## src/hw/rtl/ppds_pkg.sv

```systemverilog
// Shared types and constants for the pixel pair divergence statistics block.
// Holds the request and result payload structs, the bucket codes and the register indexes.
// No dependencies.
`timescale 1ns / 1ps
`default_nettype none

package ppds_pkg;

  localparam int CHANNEL_BITS = 16;
  localparam int COORD_BITS   = 12;
  localparam int COUNT_BITS   = 32;
  localparam int SUM_BITS     = 48;
  localparam int PSUM_BITS    = CHANNEL_BITS + 2;
  localparam int NUM_BUCKETS  = 4;
  localparam int BUCKET_BITS  = 2;
  localparam int CFG_INDEX_BITS = 2;

  localparam logic [CHANNEL_BITS-1:0] TOLERANCE_RESET    = CHANNEL_BITS'(0);
  localparam logic [CHANNEL_BITS-1:0] SMALL_LIMIT_RESET  = CHANNEL_BITS'(3277);
  localparam logic [CHANNEL_BITS-1:0] MEDIUM_LIMIT_RESET = CHANNEL_BITS'(13107);

  typedef enum logic [CFG_INDEX_BITS-1:0] {
    REG_TOLERANCE    = 2'd0,
    REG_SMALL_LIMIT  = 2'd1,
    REG_MEDIUM_LIMIT = 2'd2,
    REG_UNUSED       = 2'd3
  } reg_index_t;

  typedef enum logic [BUCKET_BITS-1:0] {
    BKT_WITHIN = 2'd0,
    BKT_SMALL  = 2'd1,
    BKT_MEDIUM = 2'd2,
    BKT_LARGE  = 2'd3
  } bucket_t;

  typedef struct packed {
    logic [CHANNEL_BITS-1:0] ref_red;
    logic [CHANNEL_BITS-1:0] ref_green;
    logic [CHANNEL_BITS-1:0] ref_blue;
    logic [CHANNEL_BITS-1:0] ref_alpha;
    logic [CHANNEL_BITS-1:0] cmp_red;
    logic [CHANNEL_BITS-1:0] cmp_green;
    logic [CHANNEL_BITS-1:0] cmp_blue;
    logic [CHANNEL_BITS-1:0] cmp_alpha;
    logic [COORD_BITS-1:0]   pixel_x;
    logic [COORD_BITS-1:0]   pixel_y;
    logic                    clear_stats;
  } pixel_pair_t;

  typedef struct packed {
    logic [CHANNEL_BITS-1:0] pixel_peak;
    logic [BUCKET_BITS-1:0]  bucket;
    logic [CHANNEL_BITS-1:0] frame_peak;
    logic [COORD_BITS-1:0]   worst_col;
    logic [COORD_BITS-1:0]   worst_row;
    logic [COUNT_BITS-1:0]   count_within_tol;
    logic [COUNT_BITS-1:0]   count_small;
    logic [COUNT_BITS-1:0]   count_medium;
    logic [COUNT_BITS-1:0]   count_large;
    logic [SUM_BITS-1:0]     diff_sum;
    logic                    consistent;
  } divergence_t;

  typedef struct packed {
    logic [CHANNEL_BITS-1:0]                      peak;
    logic [COORD_BITS-1:0]                        worst_col;
    logic [COORD_BITS-1:0]                        worst_row;
    logic [NUM_BUCKETS-1:0][COUNT_BITS-1:0]       counts;
    logic [SUM_BITS-1:0]                          diff_sum;
  } stats_t;

endpackage

`default_nettype wire

```

## src/hw/rtl/ppds_diff.sv

```systemverilog
// Channel difference unit: four absolute differences, their maximum and their sum.
// Purely combinational; uses ppds_pkg.
`timescale 1ns / 1ps
`default_nettype none

module ppds_diff (
  input  ppds_pkg::pixel_pair_t                  pair,
  output logic [ppds_pkg::CHANNEL_BITS-1:0]      pmax,
  output logic [ppds_pkg::PSUM_BITS-1:0]         psum
);
  import ppds_pkg::*;

  logic [CHANNEL_BITS-1:0] d_red;
  logic [CHANNEL_BITS-1:0] d_green;
  logic [CHANNEL_BITS-1:0] d_blue;
  logic [CHANNEL_BITS-1:0] d_alpha;
  logic [CHANNEL_BITS-1:0] max_rg;
  logic [CHANNEL_BITS-1:0] max_ba;

  function automatic logic [CHANNEL_BITS-1:0] abs_diff(
    input logic [CHANNEL_BITS-1:0] a,
    input logic [CHANNEL_BITS-1:0] b
  );
    return (a > b) ? (a - b) : (b - a);
  endfunction

  assign d_red   = abs_diff(pair.ref_red,   pair.cmp_red);
  assign d_green = abs_diff(pair.ref_green, pair.cmp_green);
  assign d_blue  = abs_diff(pair.ref_blue,  pair.cmp_blue);
  assign d_alpha = abs_diff(pair.ref_alpha, pair.cmp_alpha);

  assign max_rg = (d_red > d_green) ? d_red : d_green;
  assign max_ba = (d_blue > d_alpha) ? d_blue : d_alpha;
  assign pmax   = (max_rg > max_ba) ? max_rg : max_ba;

  assign psum = PSUM_BITS'(d_red) + PSUM_BITS'(d_green)
              + PSUM_BITS'(d_blue) + PSUM_BITS'(d_alpha);

endmodule

`default_nettype wire

```

## src/hw/rtl/ppds_accum.sv

```systemverilog
// Running statistics: worst difference and its coordinate, bucket counts and difference sum.
// Counters and the sum saturate; uses ppds_pkg.
`timescale 1ns / 1ps
`default_nettype none

module ppds_accum (
  input  logic                               clk,
  input  logic                               rst,
  input  logic                               update,
  input  logic                               clear,
  input  logic [ppds_pkg::CHANNEL_BITS-1:0]  pmax,
  input  logic [ppds_pkg::PSUM_BITS-1:0]     psum,
  input  logic [ppds_pkg::COORD_BITS-1:0]    px,
  input  logic [ppds_pkg::COORD_BITS-1:0]    py,
  input  ppds_pkg::bucket_t                  bkt,
  output ppds_pkg::stats_t                   stats
);
  import ppds_pkg::*;

  stats_t                stats_base;
  stats_t                stats_next;
  logic [SUM_BITS:0]     sum_wide;

  always_comb begin
    stats_base = clear ? '0 : stats;
    stats_next = stats_base;

    if (pmax > stats_base.peak) begin
      stats_next.peak      = pmax;
      stats_next.worst_col = px;
      stats_next.worst_row = py;
    end

    sum_wide = {1'b0, stats_base.diff_sum} + (SUM_BITS + 1)'(psum);
    stats_next.diff_sum = sum_wide[SUM_BITS] ? '1 : sum_wide[SUM_BITS-1:0];

    for (int i = 0; i < NUM_BUCKETS; i++) begin
      if ((BUCKET_BITS'(i) == bkt) && (stats_base.counts[i] != '1)) begin
        stats_next.counts[i] = stats_base.counts[i] + COUNT_BITS'(1);
      end
    end
  end

  always_ff @(posedge clk) begin
    if (rst) begin
      stats <= '0;
    end else if (update) begin
      stats <= stats_next;
    end
  end

endmodule

`default_nettype wire

```

## src/hw/rtl/pixel_pair_divergence_stats.sv

```systemverilog
// Top level of the pixel pair divergence statistics block.
// Instantiates ppds_diff and ppds_accum; uses ppds_pkg.
//
// Usage: each request on the pix channel carries one RGBA pixel from the reference
// path and one from the compared path, with the pixel coordinate and a clear flag.
// Every request yields exactly one result on the res channel: the pixel's largest
// channel difference, its bucket, and the running statistics after this pixel.
// A request with clear_stats set starts a new frame: statistics restart from zero
// and then this pixel is counted.
// An accepted request sits in the input register until its result is loaded into the
// result register together with the statistics registers. Throughput is one request
// per cycle while no result is held waiting by res_stall.
// The cfg port writes tolerance, small_limit and medium_limit; write them only while
// no request is in flight. Reset clears the statistics, empties the pipeline and loads
// the default limits.
// When res_stall is held with a result waiting, both registers hold and pix_stall
// rises in the same cycle; the waiting result stays unchanged until it is taken.
`timescale 1ns / 1ps
`default_nettype none

module pixel_pair_divergence_stats (
  input  logic                                 clk,
  input  logic                                 rst,
  input  logic                                 pix_valid,
  output logic                                 pix_stall,
  input  ppds_pkg::pixel_pair_t                pix,
  output logic                                 res_valid,
  input  logic                                 res_stall,
  output ppds_pkg::divergence_t                res,
  input  logic                                 cfg_write,
  input  logic [ppds_pkg::CFG_INDEX_BITS-1:0]  cfg_index,
  input  logic [ppds_pkg::CHANNEL_BITS-1:0]    cfg_data
);
  import ppds_pkg::*;

  logic [CHANNEL_BITS-1:0] tolerance;
  logic [CHANNEL_BITS-1:0] small_limit;
  logic [CHANNEL_BITS-1:0] medium_limit;

  logic                    advance;

  logic                    s1_valid;
  pixel_pair_t             s1;

  logic [CHANNEL_BITS-1:0] d_pmax;
  logic [PSUM_BITS-1:0]    d_psum;
  bucket_t                 d_bucket;

  logic [CHANNEL_BITS-1:0] res_pmax;
  bucket_t                 res_bucket;
  stats_t                  stats;

  assign advance   = !(res_valid && res_stall);
  assign pix_stall = !advance;

  always_ff @(posedge clk) begin
    if (rst) begin
      tolerance    <= TOLERANCE_RESET;
      small_limit  <= SMALL_LIMIT_RESET;
      medium_limit <= MEDIUM_LIMIT_RESET;
    end else if (cfg_write) begin
      unique case (reg_index_t'(cfg_index))
        REG_TOLERANCE:    tolerance    <= cfg_data;
        REG_SMALL_LIMIT:  small_limit  <= cfg_data;
        REG_MEDIUM_LIMIT: medium_limit <= cfg_data;
        default: ;
      endcase
    end
  end

  always_ff @(posedge clk) begin
    if (rst) begin
      s1_valid  <= 1'b0;
      res_valid <= 1'b0;
    end else if (advance) begin
      s1_valid  <= pix_valid;
      res_valid <= s1_valid;
    end
  end

  always_ff @(posedge clk) begin
    if (advance) begin
      if (pix_valid) begin
        s1 <= pix;
      end
      if (s1_valid) begin
        res_pmax   <= d_pmax;
        res_bucket <= d_bucket;
      end
    end
  end

  ppds_diff u_diff (
    .pair (s1),
    .pmax (d_pmax),
    .psum (d_psum)
  );

  always_comb begin
    priority if (d_pmax <= tolerance) begin
      d_bucket = BKT_WITHIN;
    end else if (d_pmax <= small_limit) begin
      d_bucket = BKT_SMALL;
    end else if (d_pmax <= medium_limit) begin
      d_bucket = BKT_MEDIUM;
    end else begin
      d_bucket = BKT_LARGE;
    end
  end

  ppds_accum u_accum (
    .clk    (clk),
    .rst    (rst),
    .update (s1_valid && advance),
    .clear  (s1.clear_stats),
    .pmax   (d_pmax),
    .psum   (d_psum),
    .px     (s1.pixel_x),
    .py     (s1.pixel_y),
    .bkt    (d_bucket),
    .stats  (stats)
  );

  always_comb begin
    res.pixel_peak       = res_pmax;
    res.bucket           = res_bucket;
    res.frame_peak       = stats.peak;
    res.worst_col        = stats.worst_col;
    res.worst_row        = stats.worst_row;
    res.count_within_tol = stats.counts[BKT_WITHIN];
    res.count_small      = stats.counts[BKT_SMALL];
    res.count_medium     = stats.counts[BKT_MEDIUM];
    res.count_large      = stats.counts[BKT_LARGE];
    res.diff_sum         = stats.diff_sum;
    res.consistent       = (stats.peak <= tolerance);
  end

endmodule

`default_nettype wire
```

## config.mk

```make
export PLATFORM = sky130hd
export DESIGN_NAME = pixel_pair_divergence_stats
export DESIGN_NICKNAME = d
export VERILOG_FILES = /design/src/hw/rtl/ppds_pkg.sv /design/src/hw/rtl/ppds_diff.sv /design/src/hw/rtl/ppds_accum.sv /design/src/hw/rtl/pixel_pair_divergence_stats.sv
export SDC_FILE = /design/constraint.sdc
export NUM_CORES = 1
export LEC_CHECK = 0
export BUFFER_PORTS_ARGS = -buffer_cell sky130_fd_sc_hd__buf_2
export CORE_MARGIN = 3
export CORE_UTILIZATION = 50
export CTS_CLUSTER_DIAMETER = 200
export DETAILED_ROUTE_END_ITERATION = 8
export GPL_TIMING_DRIVEN = 1
export HOLD_SLACK_MARGIN = 0.03
export PLACE_DENSITY_LB_ADDON = 0.2
export SLEW_MARGIN = 20
export SYNTH_ARGS = -nofsm -noshare
export SYNTH_HDL_FRONTEND = slang
export SYNTH_SLANG_ARGS = --single-unit
```

## constraint.sdc

```tcl
create_clock -name clk -period 12.9 [get_ports clk]
set_input_delay 1.935 -clock clk [delete_from_list [all_inputs] [get_ports clk]]
set_output_delay 1.935 -clock clk [all_outputs]
set_load 0.01 [all_outputs]
```

==> results of run 1 <==
## through the flow
step / total power, mW / util [%] / hold slack, ns / area [um^2]
floorplan: 6.11 / - / 0.436 / 29800
global placement: 7.65 / 55.8 / 0.443 / 32600
detailed placement: 7.69 / 55.8 / 0.446 / 32600
CTS: 9.23 / 58.7 / 0.455 / 34300
global route: 10.1 / 58.8 / 0.475 / 34300
finish: 9.29 / 58.8 / 0.456 / 34300
## area by class of cell
type	count	area, um^2	area share (%)
Multi-Input combinational cell	2547	17700	51.6
Timing Repair Buffer	453	2380	6.92
Inverter	295	1110	3.24
Tap cell	765	957	2.79
Sequential cell	437	10500	30.5
Clock inverter	20	225	0.656
Clock buffer	75	1490	4.33
## worst max-delay path: cells and delay by family, from the launching register on
family / cells / cell delay, ns
AOI/OAI and AO/OA: 29 / 5.40
and+or+nand+nor: 13 / 2.58
adders and majority gates: 4 / 1.34
buffers and inverters: 6 / 1.25
muxes: 2 / 0.56
DFF: 1 / 0.40
xor gates and xnor gates: 1 / 0.33
## cell usage in the layout (no fill, tap or decap), types with 13 or more instances in the layout
| cell | netlist | layout |
|---|---|---|
| sky130_fd_sc_hd__o21bai_1 | 39 | 39 |
| sky130_fd_sc_hd__o211ai_1 | 29 | 29 |
| sky130_fd_sc_hd__o21a_1 | 25 | 24 |
| sky130_fd_sc_hd__dfxtp_1 | 266 | 266 |
| sky130_fd_sc_hd__inv_1 | 292 | 291 |
| sky130_fd_sc_hd__a31oi_1 | 40 | 40 |
| sky130_fd_sc_hd__nor2b_1 | 73 | 73 |
| sky130_fd_sc_hd__nor3_1 | 56 | 56 |
| sky130_fd_sc_hd__nand3b_1 | 37 | 37 |
| sky130_fd_sc_hd__nand2_1 | 352 | 351 |
| sky130_fd_sc_hd__edfxtp_1 | 171 | 171 |
| sky130_fd_sc_hd__fa_1 | 25 | 25 |
| sky130_fd_sc_hd__clkbuf_16 | 0 | 52 |
| sky130_fd_sc_hd__nor2_1 | 209 | 209 |
| sky130_fd_sc_hd__mux2_2 | 36 | 36 |
| sky130_fd_sc_hd__nand3_1 | 99 | 99 |
| sky130_fd_sc_hd__nand2b_1 | 43 | 43 |
| sky130_fd_sc_hd__o21ai_0 | 160 | 159 |
| sky130_fd_sc_hd__ha_1 | 301 | 301 |
| sky130_fd_sc_hd__clkbuf_1 | 122 | 13 |
| sky130_fd_sc_hd__nor4_1 | 20 | 19 |
| sky130_fd_sc_hd__buf_4 | 5 | 41 |
| sky130_fd_sc_hd__xor2_1 | 57 | 57 |
| sky130_fd_sc_hd__mux2i_1 | 28 | 28 |
| sky130_fd_sc_hd__o31ai_1 | 16 | 16 |
| sky130_fd_sc_hd__nand4_1 | 59 | 59 |
| sky130_fd_sc_hd__a211o_1 | 14 | 14 |
| sky130_fd_sc_hd__a21o_1 | 91 | 91 |
| sky130_fd_sc_hd__and3_1 | 70 | 70 |
| sky130_fd_sc_hd__a21oi_1 | 318 | 315 |
| sky130_fd_sc_hd__buf_2 | 13 | 411 |
| sky130_fd_sc_hd__xnor2_1 | 97 | 97 |
| sky130_fd_sc_hd__a211oi_1 | 17 | 17 |
| sky130_fd_sc_hd__and2_1 | 17 | 17 |
## layer usage
metal / up-vias / part of all wire, % / track usage [%] / wire, um
li1: 12900 / - / - / -
met1: 12400 / 46 / 38.3 / 39600
met2: 836 / 44 / 41.3 / 38200
met3: 159 / 6.8 / 3.89 / 5920
met4: 0 / 3.6 / 8.97 / 3110
met5: - / 0 / 0 / 0
## how the worst max path moves through the flow
stage                              end    from  slack, ns  cells after the start
global placement     u_accum.stats[87]  s1[98]       0.39                     51
finish              u_accum.stats[171]  s1[98]       0.90                     55
floorplan           u_accum.stats[161]  s1[43]       2.01                     55
global route        u_accum.stats[163]  s1[98]       0.02                     55
detailed placement   u_accum.stats[87]  s1[98]       0.14                     51
CTS                  u_accum.stats[87]  s1[98]       0.05                     49
## what timing repair did
action	in CTS	in global routing
setup endpoints to repair	0	118
setup buffers	0	3
resized for setup	0	6
## kinds of logic (layout without fill, tap and decap cells)
family,after synthesis,count (layout),synth area share [%]
mux,72,72,2.61
simple gates,1122,1122,19.1
compound gates,871,871,18.6
xor+xnor,154,154,4.52
fa+ha+maj,328,328,14.4
buf+inv,447,843,5.79
flops,437,437,35.0
## state kept, by name, summed over array words and instances, names as in the netlist
signal and cells:
u_accum.stats 216, s1 153, medium_limit 16, res_pmax 16
small_limit 16, tolerance 16, res_bucket 2, res_valid 1
s1_valid 1
## power breakdown
| part | leakage (nW) | switching, mW | total, mW | internal, mW |
|---|---|---|---|---|
| sequential | 3.81 | 0.105 | 1.73 | 1.62 |
| combinational | 10.8 | 3.67 | 6.09 | 2.42 |
| clock | 0.842 | 0.614 | 1.48 | 0.864 |
| total | 15.5 | 4.39 | 9.29 | 4.90 |
==> summary.md, run 1 <==
| Metric | Value |
|---|---|
| Outcome | finished, final reports clean |
| Most frequent cell on the critical path | sky130_fd_sc_hd__a21o_1 |
| Number of DRC violations after detailed-routing iteration 0 | 2020 |
| Arrival time worst endpoint | 12.49 ns |
| Final setup vio count | 0 |
| Unrepaired setup endpoints after global routing | no |
| Cell types with the largest area share after synthesis | sky130_fd_sc_hd__dfxtp_1, sky130_fd_sc_hd__edfxtp_1, sky130_fd_sc_hd__ha_1 |
| Average cell area after synthesis | 8.70 um^2 |
| Pre-CTS WS | 0.137 ns |
| Core Area | 0.0584 mm^2 |
| Final net count | 4287 |
| Largest net degree at the start of global routing | 90 |
| Number of global-route vias before repair | 24.6k |
| Initial antenna violation count | 1 |
| Die outline height | 250 um |
| Setup tns final | 0 ns |
| Relative slew slack | 36.3% |
| Top post-synthesis cells by count | sky130_fd_sc_hd__nand2_1, sky130_fd_sc_hd__a21oi_1, sky130_fd_sc_hd__ha_1, sky130_fd_sc_hd__inv_1, sky130_fd_sc_hd__dfxtp_1 |
| Maximum capacitance violations | 0 |
| Number of cells on the worst hold path | 2 |
| Critical Path Fanout Max | 25 |
| Sequential share of the synthesized area | 35.0% |
| VDD IR-drop max | 0.208 mV |
| Total length of routed wires | 86900 um |
| Time the final worst path needs with I/O delays and setup | 12.00 ns |
| Period utilisation layout | 93.0% |
| Register-to-Register Setup Slack | 0.90 ns |
| Most used flip-flop cell after synthesis | sky130_fd_sc_hd__dfxtp_1 |
| Mapped cell area | 0.0298 mm^2 |
| Overall global routing resource usage | 26.7% |
| Cell with the largest stage delay on the worst path | sky130_fd_sc_hd__ha_1 |
| Number of enable flip-flop cells after synthesis | 171 |
| Initial core utilization | 51.1% |
| Total CTS buffers | 51 |
| Post-layout instance count excluding filler cells | 4592 |
| Vias per cell | 5.73 |
| CTS tree | done |
| Clock Skews | 0.0293 ns |
| Worst Hold Endpoint | tolerance[7] |
| CTS Root Buffer Type | sky130_fd_sc_hd__clkbuf_16 |
| Crit Path Class | register to register |
| Tightest Pin Transition | 0.952 ns |
| Detailed-route DRC error count | 0 |
| Layout cells sized above 1 | 16.6% |
| CTS Hold Buffers Added | 0 |
| Count of input and output buffers | 412 |
| R2R cell count | 55 |
| Yosys synthesis warning count | 0 |
| Count of H-tree levels built during CTS | 2 |
| Final number of hold-violating endpoints | 0 |
| Via count of the routed design | 26.3k |
| Critical Path Sink Type | register |
| Worst EP required | 13.39 ns |
| Cell count after synthesis | 3431 |
| Global-route wire length before repair | 136000 um |
| Worst Slack Setup Final | 0.897 ns |
| Count of inserted antenna diode cells | 0 |
| Clk Latency, worst-skew pair | 0.62 ns |
| Post-synthesis to final-layout area growth | 15.1% |
| Clk sink count | 437 |
| Die W | 250 um |
| Post-synthesis net count | 3933 |
| CTS Buffer Depth | 3 |
| Dpl cells | 4494 |
| Area enclosed by the die boundary | 0.0627 mm^2 |
| Rows | 88 |
| Clock slew seen by the registers of the worst setup and hold paths | 0.06 ns |
| Kind of start point of the critical path | register |
| Routability cong. | 0.930 |
| Total overflow reported by the global router | 0 |
| Top Ports | 413 |
| Top-area cell type share of the netlist area | 17.8% |
| Hold Crit Start | tolerance[7] |
| Highest cell delay on the worst timing path | 0.48 ns |
| Most instantiated library cell after synthesis | sky130_fd_sc_hd__nand2_1 |
| HPWL reported at the end of detailed placement | 64700 um |
| Library cell with the largest summed area after synthesis | sky130_fd_sc_hd__dfxtp_1 |
| Path category of the worst min-delay check | register to register |
| Max Clk Rate | 83.3 MHz |
| Leakage | 15.5 nW |
| Fillers | 5374 |
| Post-synthesis sequential element count | 437 |
| Number of nets still failing antenna checks after routing | 0 |
| Count of pins over their slew limit | 0 |
| DRT Pass-1 Iters | 5 |
| Share of flip-flops with an asynchronous set or reset | 0% |
| Pwr/cell area | 271 mW/mm^2 |
| Reg2reg end | u_accum.stats[171] |
| Yosys cell types | 104 |
| Average wire per cell in the routed design | 18.9 um |
| Critical register-to-register path startpoint | s1[98] |
Note: power is estimated with default switching activity, not from simulation.
==> run 2: changes to the inputs <==
--- a/config.mk
+++ b/config.mk
@@ -5,6 +5,7 @@
 export SDC_FILE = /design/constraint.sdc
 export NUM_CORES = 1
 export LEC_CHECK = 0
+export ABC_AREA = 1
 export BUFFER_PORTS_ARGS = -buffer_cell sky130_fd_sc_hd__buf_2
 export CORE_MARGIN = 3
 export CORE_UTILIZATION = 50
@@ -16,4 +17,5 @@
 export SLEW_MARGIN = 20
 export SYNTH_ARGS = -nofsm -noshare
 export SYNTH_HDL_FRONTEND = slang
+export SYNTH_HIERARCHICAL = 1
 export SYNTH_SLANG_ARGS = --single-unit
==> run 2 against run 1 <==
  * Synthesized cell count grew 55%
  * Non-clock buffer count shrank 22
  * Hold slack gained 0.011 ns
  * Die area grew 18%
  * Power grew 8.6%
  * Clock skew grew 0.0012 ns
  * First-iteration DRC count grew 58%
  * Utilization shrank 1.7 points
  * Sequential cell count is the same
  * Critical path depth shrank 1
  * Sequential power is essentially flat
  * Critical endpoint is now u_accum/stats[154]
  * Largest cell class unchanged
==> summary.md, run 2 <==
| Metric | Value |
|---|---|
| Total length of routed wires | 112000 um |
| Setup tns final | 0 ns |
| Post-cts resize count | 0 |
| VDD IR-drop max | 0.208 mV |
| Largest net degree at the start of global routing | 80 |
| Average cell area after synthesis | 6.64 um^2 |
| CTS Buffer Depth | 3 |
| Crit Path Class | register to register |
| Area enclosed by the die boundary | 0.0737 mm^2 |
| Initial antenna violation count | 4 |
| Layout cells sized above 1 | 10.7% |
| Most frequent cells in the layout | sky130_fd_sc_hd__nand2_1, sky130_fd_sc_hd__inv_1, sky130_fd_sc_hd__nor2_1, sky130_fd_sc_hd__buf_2, sky130_fd_sc_hd__nand3_1 |
| Pre-CTS WS | 2.78 ns |
| Final setup vio count | 0 |
| Power, Total | 10.1 mW |
| Total overflow reported by the global router | 0 |
| Top post-synthesis cells by count | sky130_fd_sc_hd__nand2_1, sky130_fd_sc_hd__inv_1, sky130_fd_sc_hd__nor2_1, sky130_fd_sc_hd__nand3_1, sky130_fd_sc_hd__a21oi_1 |
| Arrival time worst endpoint | 10.75 ns |
| Startpoint of the most critical setup path | s1[137] |
| Top Ports | 413 |
| Fillers | 6847 |
| Number of global-route vias before repair | 32.6k |
| Count of pins over their slew limit | 0 |
| Reg with most FFs | u_accum/stats |
| Routability cong. | 0.980 |
| Global-route wire length before repair | 177000 um |
| Kind of start point of the critical path | register |
| Top-area cell type share of the netlist area | 16.6% |
| Number of flip-flops in the largest register | 216 |
| Period utilisation layout | 79.5% |
| Post-synthesis sequential element count | 437 |
| Hold Slack | 0.467 ns |
| Footprint of the multi-input gates | 0.0210 mm^2 |
| Library cell with the largest summed area after synthesis | sky130_fd_sc_hd__nand2_1 |
| Number of nets still failing antenna checks after routing | 0 |
| Share of flip-flops with an asynchronous set or reset | 0% |
| Total CTS buffers | 51 |
| Final number of hold-violating endpoints | 0 |
| Area share of xor/xnor cells in the synthesized design | 3.13% |
| Simple-gate portion of the synthesized area | 32.5% |
| Internal Power | 4.63 mW |
| Post-CTS setup repair buffer count | 0 |
| Cell with the largest stage delay on the worst path | sky130_fd_sc_hd__o21ai_0 |
| Post-synthesis to final-layout area growth | 12.3% |
| R2R cell count | 54 |
| Largest registers | u_accum/stats: 216 flops, s1: 153 flops |
| Post-route cell area | 0.0395 mm^2 |
| CTS tree | done |
| Power share of the clock group | 14.9% |
| Compound-Gate Fraction of Synth Area | 10.9% |
| Combinational family with the most area after synthesis | simple AND/OR/NAND/NOR gates |
| Yosys cell types | 58 |
| Post-layout utilization of the core | 57.2% |
| Sequential share of power | 17.0% |
| Count of input and output buffers | 412 |
| Hold Crit Start | s1_valid |
| Highest cell delay on the worst timing path | 0.80 ns |
| Most instantiated library cell after synthesis | sky130_fd_sc_hd__nand2_1 |
| Post-synthesis net count | 5825 |
| Commonest non-fill, non-tap cell in the layout | sky130_fd_sc_hd__nand2_1 |
| Post-Synth Adder-Cell Area | 13.1% |
| Pwr/cell area | 255 mW/mm^2 |
| DRT Pass-1 Iters | 7 |
| Switching component of the power | 5.46 mW |
| Max Clk Rate | 97.5 MHz |
| Cell count after synthesis | 5305 |
| Critical register-to-register path startpoint | s1[137] |
| Number of cells on the worst hold path | 2 |
| Placed Area | 0.0378 mm^2 |
| Detailed-route DRC error count | 0 |
| Leakage | 19.5 nW |
| Post-layout instance count excluding filler cells | 6612 |
| CTS Root Buffer Type | sky130_fd_sc_hd__clkbuf_16 |
| Maximum capacitance violations | 0 |
| Relative slew slack | 31.2% |
| Die W | 271 um |
| Reg area | 0.0105 mm^2 |
| Most frequent cell on the critical path | sky130_fd_sc_hd__nand2_1 |
| Tightest Pin Transition | 1.03 ns |
| Number of enable flip-flop cells after synthesis | 171 |
| Final net count | 6155 |
| Worst EP required | 13.40 ns |
| Time the final worst path needs with I/O delays and setup | 10.25 ns |
| Die outline height | 271 um |
| Clock Skews | 0.0305 ns |
| Combinational share of power | 68.1% |
| Overall global routing resource usage | 29.5% |
| Initial core utilization | 50.9% |
| Switching Share | 54.1% |
| Mapped cell area | 0.0352 mm^2 |
| Vias per cell | 5.32 |
| Clock slew seen by the registers of the worst setup and hold paths | 0.06 ns |
| Critical Path Sink Type | register |
| Clk Latency, worst-skew pair | 0.61 ns |
| Core Area | 0.0692 mm^2 |
| Yosys synthesis warning count | 6 |
| Proportion of synthesized area in mux cells | 0.0568% |
| Most used flip-flop cell after synthesis | sky130_fd_sc_hd__dfxtp_1 |
| Dpl cells | 6513 |
| Path category of the worst min-delay check | register to register |
| CTS Hold Buffers Added | 0 |
| Critical Path Fanout Max | 21 |
| Clk sink count | 437 |
| Unrepaired setup endpoints after global routing | no |
| Sequential share of the synthesized area | 29.7% |
| Count of H-tree levels built during CTS | 2 |
| Average wire per cell in the routed design | 16.9 um |
| Cell types with the largest area share after synthesis | sky130_fd_sc_hd__nand2_1, sky130_fd_sc_hd__dfxtp_1, sky130_fd_sc_hd__edfxtp_1 |
| Outcome | finished, final reports clean |
| Rows | 96 |
| Number of DRC violations after detailed-routing iteration 0 | 3182 |
| Via count of the routed design | 35.2k |
| HPWL reported at the end of detailed placement | 87400 um |
| Worst Slack Setup Final | 2.65 ns |
## run 2: cell types whose count changed after synthesis, moves of 31 or more
cell,before,now
sky130_fd_sc_hd__xor2_1,57,95
sky130_fd_sc_hd__nor2b_1,73,2
sky130_fd_sc_hd__xnor2_1,97,31
sky130_fd_sc_hd__o21ai_0,160,216
sky130_fd_sc_hd__and3_1,70,1
sky130_fd_sc_hd__mux2_2,36,0
sky130_fd_sc_hd__nand2_1,352,1556
sky130_fd_sc_hd__nand3_1,99,399
sky130_fd_sc_hd__clkbuf_1,122,72
sky130_fd_sc_hd__inv_1,292,766
sky130_fd_sc_hd__nand2b_1,43,0
sky130_fd_sc_hd__buf_2,13,44
sky130_fd_sc_hd__a21o_1,91,11
sky130_fd_sc_hd__nor2_1,209,601
## run 2: cell type report
type	instances	share of cell area, %
antenna	4	0.0253
clock buffer	67	3.64
clock inverter	28	0.750
inverter	781	7.44
multi-input combinational	3933	53.2
sequential	437	26.4
tap	931	2.95
timing repair buffer	431	5.58
## run 2: cells by family after synthesis
logic type	after synthesis
adders and majority gates	344
xor gates and xnor gates	126
muxes	2
AOI/OAI and AO/OA	705
buffers and inverters	935
DFF	437
and+or+nand+nor	2756
## run 2: power by group through the flow
stage                     logic [mW]  registers (mW)  clock network [mW]
after CTS                       6.79            1.72                1.54
after global routing            7.71            1.73                1.59
final                           6.87            1.72                1.50
after global placement          6.68            1.74                   0
after floorplan                 4.91            1.77                   0
after detailed placement        6.73            1.75                   0
## run 2: layer usage
layer / GRT usage (%) / part of all wire [%] / up-vias
li1: - / - / 17600
met1: 39.7 / 44 / 16100
met2: 47.9 / 45 / 1227
met3: 5.13 / 7.5 / 221
met4: 10.5 / 3.8 / 0
met5: 0 / 0 / -
## run 2: worst max-delay path, delay by kind of cell, from the launching register on
| family | cells | cell delay [ns] |
|---|---|---|
| compound gates | 13 | 2.83 |
| buf+inv | 11 | 2.14 |
| flops | 1 | 0.38 |
| xor+xnor | 1 | 0.27 |
| simple gates | 24 | 2.96 |
| fa+ha+maj | 5 | 1.59 |
## run 2: path summary, 6_finish.rpt
check                  endpoint  slack, ns
min                    s1_valid       0.47
min reg2reg            s1_valid       0.47
max reg2reg  u_accum/stats[154]       2.65
max          u_accum/stats[154]       2.65
